--- config.mk ---
export PLATFORM = sky130hd
export DESIGN_NAME = ostm_scaler
export DESIGN_NICKNAME = d
export VERILOG_FILES = /design/src/rtl/core/ostm_pkg.sv /design/src/rtl/core/ostm_scaler.sv
export SDC_FILE = /design/constraint.sdc
export NUM_CORES = 2
export LEC_CHECK = 0
export BUFFER_PORTS_ARGS = -buffer_cell sky130_fd_sc_hd__buf_2
export CORE_MARGIN = 4
export CORE_UTILIZATION = 55
export DETAILED_ROUTE_END_ITERATION = 6
export GPL_TIMING_DRIVEN = 0
export PLACE_DENSITY = 0.86
export SETUP_SLACK_MARGIN = 0.15
export SYNTH_ARGS = -nofsm -noshare
export SYNTH_HDL_FRONTEND = slang
export SYNTH_SLANG_ARGS = --single-unit
--- constraint.sdc ---
create_clock -name clk -period 7.4 [get_ports clk]
set_input_delay 0.37 -clock clk [delete_from_list [all_inputs] [get_ports clk]]
set_output_delay 0.37 -clock clk [all_outputs]
set_load 0.01 [all_outputs]
--- src/rtl/core/ostm_pkg.sv ---
// Shared constants, codes and types for the one-shot sample trigger mixer.
// No dependencies; every other file of the block refers to it by scoped names.
package ostm_pkg;

	// Storage sizes
	localparam int WAVE_DEPTH  = 4096;
	localparam int VOICE_COUNT = 16;
	localparam int WAVE_AW     = $clog2(WAVE_DEPTH);
	localparam int EFF_W       = $clog2(WAVE_DEPTH + 1);
	localparam int VOICE_W     = (VOICE_COUNT > 1) ? $clog2(VOICE_COUNT) : 1;
	localparam int CNT_W       = $clog2(VOICE_COUNT + 1);

	// Field widths
	localparam int IDX_W    = 12;
	localparam int SAMPLE_W = 16;
	localparam int GAIN_W   = 16;
	localparam int LEN_W    = 13;
	localparam int GAP_W    = 8;
	localparam int CFG_W    = 16;
	localparam int CFG_AW   = 2;
	localparam int ACT_W    = 5;
	localparam int IN_W     = 48;
	localparam int OUT_W    = 24;

	// Datapath widths: wave x gain product, voice sum, scaling operand, scaled product
	localparam int PROD_W = 32;
	localparam int ACC_W  = PROD_W + CNT_W;
	localparam int M_W    = ACC_W + 2;
	localparam int P_W    = M_W + GAIN_W + 1;

	// Scaling constants
	localparam int GAIN_SHIFT  = 15;
	localparam int FINAL_SHIFT = 27;
	localparam logic [GAIN_W-1:0] FULL_SCALE = 16'd32767;
	localparam logic signed [P_W-1:0] GAIN_MASK  = P_W'((64'd1 << GAIN_SHIFT) - 64'd1);
	localparam logic signed [P_W-1:0] FINAL_MASK = P_W'((64'd1 << FINAL_SHIFT) - 64'd1);
	localparam logic signed [M_W-1:0] SAT_MAX = M_W'(32767);
	localparam logic signed [M_W-1:0] SAT_MIN = -M_W'(32768);
	localparam logic [SAMPLE_W-1:0] SAMPLE_MAX = 16'h7FFF;
	localparam logic [SAMPLE_W-1:0] SAMPLE_MIN = 16'h8000;
	localparam logic [ACT_W-1:0] ACT_MAX = 5'd31;

	// Register reset values
	localparam logic [LEN_W-1:0]  RST_SAMPLE_LENGTH = 13'd0;
	localparam logic [GAP_W-1:0]  RST_MIN_GAP       = 8'd2;
	localparam logic [GAIN_W-1:0] RST_DENSITY_GAIN  = 16'd32768;
	localparam logic [GAIN_W-1:0] RST_OUTPUT_GAIN   = 16'd32113;
	localparam logic [GAP_W-1:0]  TICKS_MAX         = 8'd255;

	// Register indexes
	localparam logic [CFG_AW-1:0] REG_SAMPLE_LENGTH = 2'd0;
	localparam logic [CFG_AW-1:0] REG_MIN_GAP       = 2'd1;
	localparam logic [CFG_AW-1:0] REG_DENSITY_GAIN  = 2'd2;
	localparam logic [CFG_AW-1:0] REG_OUTPUT_GAIN   = 2'd3;

	// Command codes
	localparam logic CMD_LOAD = 1'b0;
	localparam logic CMD_TICK = 1'b1;

	// Hit status codes
	localparam logic [1:0] HS_NONE    = 2'd0;
	localparam logic [1:0] HS_ACCEPT  = 2'd1;
	localparam logic [1:0] HS_CLOSE   = 2'd2;
	localparam logic [1:0] HS_NOVOICE = 2'd3;

	// Scaling steps
	localparam logic [1:0] STEP_DENSITY = 2'd0;
	localparam logic [1:0] STEP_OUTPUT  = 2'd1;
	localparam logic [1:0] STEP_FULL    = 2'd2;

	typedef enum logic [1:0] {
		SC_IDLE,
		SC_MUL,
		SC_SHIFT,
		SC_DONE
	} scale_state_t;

	// New hit handed to the voice engine at tick start
	typedef struct packed {
		logic               hit;
		logic [VOICE_W-1:0] voice;
		logic [GAIN_W-1:0]  gain;
	} hit_req_t;

	// Finished sample from the scaler
	typedef struct packed {
		logic [SAMPLE_W-1:0] sample;
		logic                clipped;
	} mix_res_t;

endpackage

--- src/rtl/core/ostm_scaler.sv ---
// Scaler: applies density gain, output gain and full-scale factor to the voice sum
// on one shared multiplier, then saturates to 16 bits. Depends on ostm_pkg.
module ostm_scaler (
	input  logic                                clk,
	input  logic                                arst_n,
	input  logic                                start,
	input  logic signed [ostm_pkg::ACC_W-1:0]   acc_in,
	input  logic [ostm_pkg::GAIN_W-1:0]         dgain,
	input  logic [ostm_pkg::GAIN_W-1:0]         ogain,
	input  logic                                take,
	output logic                                ready,
	output ostm_pkg::mix_res_t                  result
);

	ostm_pkg::scale_state_t state_q, state_d;
	logic [1:0]                        step_q;
	logic signed [ostm_pkg::M_W-1:0]   m_q;
	logic signed [ostm_pkg::P_W-1:0]   prod_q;

	logic                              load_en, mul_en, shift_en;
	logic [ostm_pkg::GAIN_W-1:0]       coef;
	logic signed [ostm_pkg::P_W-1:0]   biased, shifted;

	// Next state
	always_comb begin
		state_d = state_q;
		unique case (state_q)
			ostm_pkg::SC_IDLE:  if (start) state_d = ostm_pkg::SC_MUL;
			ostm_pkg::SC_MUL:   state_d = ostm_pkg::SC_SHIFT;
			ostm_pkg::SC_SHIFT: begin
				if (step_q == ostm_pkg::STEP_FULL) begin
					state_d = ostm_pkg::SC_DONE;
				end else begin
					state_d = ostm_pkg::SC_MUL;
				end
			end
			ostm_pkg::SC_DONE:  if (take) state_d = ostm_pkg::SC_IDLE;
			default:            state_d = ostm_pkg::SC_IDLE;
		endcase
	end

	// State outputs
	always_comb begin
		load_en  = 1'b0;
		mul_en   = 1'b0;
		shift_en = 1'b0;
		ready    = 1'b0;
		unique case (state_q)
			ostm_pkg::SC_IDLE:  load_en  = start;
			ostm_pkg::SC_MUL:   mul_en   = 1'b1;
			ostm_pkg::SC_SHIFT: shift_en = 1'b1;
			ostm_pkg::SC_DONE:  ready    = 1'b1;
			default:            ready    = 1'b0;
		endcase
	end

	always_ff @(posedge clk or negedge arst_n) begin
		if (!arst_n) begin
			state_q <= ostm_pkg::SC_IDLE;
			step_q  <= ostm_pkg::STEP_DENSITY;
		end else begin
			state_q <= state_d;
			if (load_en) begin
				step_q <= ostm_pkg::STEP_DENSITY;
			end else if (shift_en) begin
				step_q <= step_q + 1'b1;
			end
		end
	end

	// Pick the factor of this step
	always_comb begin
		unique case (step_q)
			ostm_pkg::STEP_DENSITY: coef = dgain;
			ostm_pkg::STEP_OUTPUT:  coef = ogain;
			default:                coef = ostm_pkg::FULL_SCALE;
		endcase
	end

	// Shift right, rounding toward zero
	always_comb begin
		if (step_q == ostm_pkg::STEP_FULL) begin
			biased  = prod_q + (prod_q[ostm_pkg::P_W-1] ? ostm_pkg::FINAL_MASK : '0);
			shifted = biased >>> ostm_pkg::FINAL_SHIFT;
		end else begin
			biased  = prod_q + (prod_q[ostm_pkg::P_W-1] ? ostm_pkg::GAIN_MASK : '0);
			shifted = biased >>> ostm_pkg::GAIN_SHIFT;
		end
	end

	always_ff @(posedge clk) begin
		if (load_en) begin
			m_q <= ostm_pkg::M_W'(acc_in);
		end else if (shift_en) begin
			m_q <= shifted[ostm_pkg::M_W-1:0];
		end
		if (mul_en) begin
			prod_q <= m_q * $signed({1'b0, coef});
		end
	end

	// Saturate to signed 16 bits
	always_comb begin
		if (m_q > ostm_pkg::SAT_MAX) begin
			result.sample  = ostm_pkg::SAMPLE_MAX;
			result.clipped = 1'b1;
		end else if (m_q < ostm_pkg::SAT_MIN) begin
			result.sample  = ostm_pkg::SAMPLE_MIN;
			result.clipped = 1'b1;
		end else begin
			result.sample  = m_q[ostm_pkg::SAMPLE_W-1:0];
			result.clipped = 1'b0;
		end
	end

endmodule
=== Yosys cells after proc, flatten, opt, wreduce, memory -nomap -nowiden ===
Index checks and enable logic that the tools add are counted.

* Multiplexer cells: 18
* Add/subtract/negate cells: 3
* Order comparisons: 2
* Equal/unequal tests: 7
* Reductions and logical operators: 4
* $mul: 1

{| class="wikitable"
|+ Operators with widths
! cell !! number
|-
| 2-to-1 mux 39 bit || 3
|-
| adder 56 x 27 -> 56 bit || 1
|-
| multiplier 39 x 17 -> 56 bit || 1
|-
| adder 54 x 15 -> 54 bit || 1
|-
| > comparator 39 x 16 -> 1 bit (second input constant) || 1
|-
| less-than comparator 39 x 16 -> 1 bit (second input constant) || 1
|-
| 2-to-1 mux 17 bit || 2
|-
| one-hot mux 16 bit (2 select lines) || 1
|-
| 2-to-1 mux 27 bit || 1
|-
| 2-to-1 mux 15 bit || 1
|-
| 2-to-1 mux 2 bit || 5
|-
| one-hot mux 2 bit (4 select lines) || 1
|-
| equality test 2 bit (second input constant) || 3
|-
| equality test 2 x 1 -> 1 bit (second input constant) || 2
|-
| logical NOT 2 bit || 2
|-
| 2-to-1 mux 1 bit || 4
|-
| != test 2 bit (second input constant) || 2
|-
| adder 2 x 1 -> 2 bit (second input constant) || 1
|-
| AND reduction 2 bit || 1
|-
| nonzero test 2 bit || 1
|}

* Logic and storage cells: 39
* Input bits: 73
* Bits in registers: 99
* Output and inout port bits: 18

=== Logic depth before layout (Yosys ltp) ===
* Word-level depth: 5
* Gate-level depth with buffers: 32
* Gate-level depth less buffers: 27

=== Worst setup path after synthesis ===
OpenSTA, ideal clock, no wires.

* Path type: register -> register
* From: reg step_q[0]
* To: reg prod_q[53] in the netlist's numbering, data pin
* Stages on the path, launching flop included: 31
* Period minus slack after synthesis: 7.712 ns
* Setup slack: -0.312 ns
* Arrival time: 7.447 ns
* Path buffers: 6
* Library setup time: 0.265 ns
* Cells stage by stage: dfrtp_1 -> inv_1 -> ha_1 -> clkbuf_1 -> or2_2 -> clkbuf_1 -> clkbuf_1 -> nand2_1 -> clkbuf_1 -> buf_1 -> nand2_1 -> fa_1 -> inv_1 -> fa_1 -> fa_1 -> fa_1 -> fa_1 -> inv_1 -> fa_1 -> inv_1 -> ha_1 -> buf_2 -> o21a_1 -> a211o_1 -> a31oi_1 -> o311ai_1 -> a311oi_2 -> o31ai_4 -> a31oi_4 -> o21ai_0 -> xor2_1

* Longest elaborated chain between the ends: 3

{| class="wikitable"
|+ Ends and longest elaborated chain
! what !! RTL line !! RTL
|-
| from (decl) || ostm_scaler.sv:16 || <nowiki>logic [1:0] step_q;</nowiki>
|-
| from (signal assigned) || ostm_scaler.sv:60 || <nowiki>step_q <= ostm_pkg::STEP_DENSITY;</nowiki>
|-
| from (signal assigned) || ostm_scaler.sv:64 || <nowiki>step_q <= ostm_pkg::STEP_DENSITY;</nowiki>
|-
| from (signal assigned) || ostm_scaler.sv:66 || <nowiki>step_q <= step_q + 1'b1;</nowiki>
|-
| equality test 2 x 1 -> 1 bit or logical NOT 2 bit (tied branches) || ostm_scaler.sv:73 || <nowiki>unique case (step_q)</nowiki>
|-
| one-hot mux 16 bit (2 select lines) * || ostm_scaler.sv:73 ||
|-
| multiplier 39 x 17 -> 56 bit * || ostm_scaler.sv:98 || <nowiki>prod_q <= m_q * $signed({1'b0, coef});</nowiki>
|-
| to (signal assigned) || ostm_scaler.sv:98 ||
|-
| to (decl) || ostm_scaler.sv:18 || <nowiki>logic signed [ostm_pkg::P_W-1:0] prod_q;</nowiki>
|}

Mark *: on every way between the ends. The rest lies on a longest branch, timed or not.
A chain may end at the register's enable or synchronous reset.

=== Final worst setup path ===
* From: reg step_q[0]
* To: reg prod_q[52] in the netlist's numbering, data pin

Same word-level chain as after synthesis.

==> metrics.txt <==
outcome=finished with violations; failing checks=DRC, setup timing; GRT overflow=0; first-pass GRT wire length=139 mm; Max Clk Rate=roughly 130 MHz; Post-synth ARST share=4.04%; relative slew slack=15.4%; slowest stage cell, crit path=fa_2; CP endpoint kind=flop; CP most frequent cell=fa_1; DRC=1; Worst setup startpoint=step_q[0]; initial antenna violation count=6; Hold/Removal Path Class=in -> reg; DRT iter0 DRCs=2721; Final Cycle Share=106%; flop2flop setup slack=-0.41 ns; Least-Margin Pin Slew=1.26 ns; r2r endpoint=prod_q[52]; vias in the first global route=25163; clk slew on worst S/H paths=0.08 ns; WP data required=7.59 ns; CP max FO=8; synth unique cells=90; drt pass-1 iters=7; largest net degree at the start of global routing=a little over 40; Max Slew Vio Count=0; Avg Cell Area, Syn=approximately 8.9 um2; Die W=233 um; Final Non-Filler Cells=3990; Clk Latency, worst-skew pair=0.35 ns; Inserted Clock Buffers=9; max_cap viols=0; die height=about 230 um; FP Rows=82; root buffer cell=clkbuf_16; worst-case clock buffer depth=2; R2R depth=31; total die area=54300 um2; Post-synth EDFFs=95; Vias=23804; wire per inst=23.0 um; CTS Sinks=99; port bufs=90; hold path cells=2; Final nets=approximately 4100; sequential area share after synthesis=10.6%; crit path kind=reg -> reg; crit path launch type=flop; post-synthesis cell area=27800 um2; # placed instances=between 3000 and 4000; core area=50100 um2; Net Count, Synth=about 3900; Final ANT Viol Nets=0; synthesized instance count=roughly 3100; layout cell share with drive strength beyond 1=14.0%; Final setup viols=20; post-DR vias/cell=5.97; worst r2r src=step_q[0]; initial core utilization=~56%; RSZ-0062 raised after global routing=true; Post-synth top flop=edfxtp_1; placed wire-length estimate=approximately 68 mm; CP max stage delay=slightly below 0.6 ns; total track usage=33.8%; commonest non-fill, non-tap cell in the layout=inv_1; Final WS setup=-0.410 ns; Setup crit end=prod_q[52]; worst endpoint data arrival time=8.00 ns; commonest non-fill, non-tap cells in the layout=690 x inv_1, 567 x fa_1, 498 x nand2_1; synth warn=0; CTS tree=yes; I/O pin total=91; Final min period=7.81 ns; drt total wl=91.6 mm; Hold Fails Final Rpt=0; post-synthesis register bit count=99; Setup WS pre-CTS=-2.16 ns; CTS H-tree lvls=3; GPL Wtd Cong=1.02; P&R area growth vs syn=14.7%; setup_tns=-4.54 ns; Final Skew=0.0134 ns
-- worst min-delay path by stage --
stage,endpoint,start,slack [ns]
4_1_cts,state_q[1],take,0.19
2_1_floorplan,state_q[0],arst_n,0.07
6_report,state_q[1],take,0.19
3_5_place_dp,state_q[1],arst_n,0.19
5_1_grt,state_q[1],take,0.20
3_3_place_gp,state_q[1],arst_n,0.18
-- routing by layer --
layer / vias up / wire length [um] / global-route usage (%)
met5: - / 48 / 0
met4: 6 / 7540 / 20.1
met3: 563 / 12500 / 12.0
met2: 1782 / 41200 / 53.2
met1: 11633 / 30300 / 40.0
li1: 9820 / - / -
-- sequential cells by signal, indices dropped and copies added (netlist names) --
signal and flops:
m_q 39, prod_q 56, state_q 2, step_q 2
-- area by class of cell --
class	count	area (um2)
Clock buffer	9	225
Antenna cell	9	22.5
Buffer	166	1460
Inverter	714	2680
Multi-Input combinational cell	2137	22500
Tap cell	672	841
Timing Repair Buffer	177	1210
Clock inverter	7	60.1
Fill cell	3785	18200
Sequential cell	99	2950
-- timing repair --
item / in CTS / in global routing
hold buffers: 1 / 0
gates resized for setup: 330 / 74
buffers inserted: 66 / 18
pin swaps: 109 / 87
cloned: 1 / 0
endpoints found under the setup margin: 45 / 37
endpoints found under the hold margin: 4 / 0
-- cells by family after synthesis --
| family | share of synthesized area [%] |
|---|---|
| multiplexers | 0.0405 |
| AND/OR/NAND/NOR | 16.8 |
| XOR/XNOR | 3.15 |
| flip-flops | 10.6 |
| AO/OA/AOI/OAI | 7.95 |
| adder cells (fa/ha/maj) | 49.4 |
| buffers and inverters | 12.0 |
-- Yosys cell counts, drive strengths merged, types with 5 or more instances --
cell type,instances,area [um2]
xor2,42,368
o21bai,12,90.1
o211ai,8,60.1
nand3b,5,37.5
a211oi,14,110
a22oi,17,128
edfxtp,95,2850
a211o,8,70.1
nor2,58,218
a21oi,87,435
nand4,31,200
nor3,21,105
nand2,520,1950
a21o,28,213
a311oi,7,103
or3,6,43.8
and3,14,90.1
o21ai,41,220
xnor2,58,508
nand2b,13,88.8
o221a,9,101
o22ai,15,93.8
nor2b,47,294
nand3,28,140
fa,587,11800
a31oi,11,83.8
and2,201,1260
ha,160,2000
nor4,8,56.3
clkbuf,144,542
o21a,19,144
inv,714,2680
or4,6,45.0
buf,22,118
-- stage by stage --
step                util [%]  hold WS, ns  cell area (um2)
floorplan                  -       0.0744            28000
global placement        58.4        0.178            29200
detailed placement      58.5        0.186            29300
CTS                     63.1        0.193            31600
global route            63.7        0.199            31900
finish                  63.7        0.194            31900
-- critical path, delay by kind of cell (launching register included) --
kind,cells,cell delay (ns)
compound gates,5,0.85
buf+inv,11,1.32
fa+ha+maj,8,3.66
flops,1,0.41
simple gates,7,1.38
Power is not shown: default switching activity piles up to over one toggle a cycle in this logic, so the estimate is an artifact.
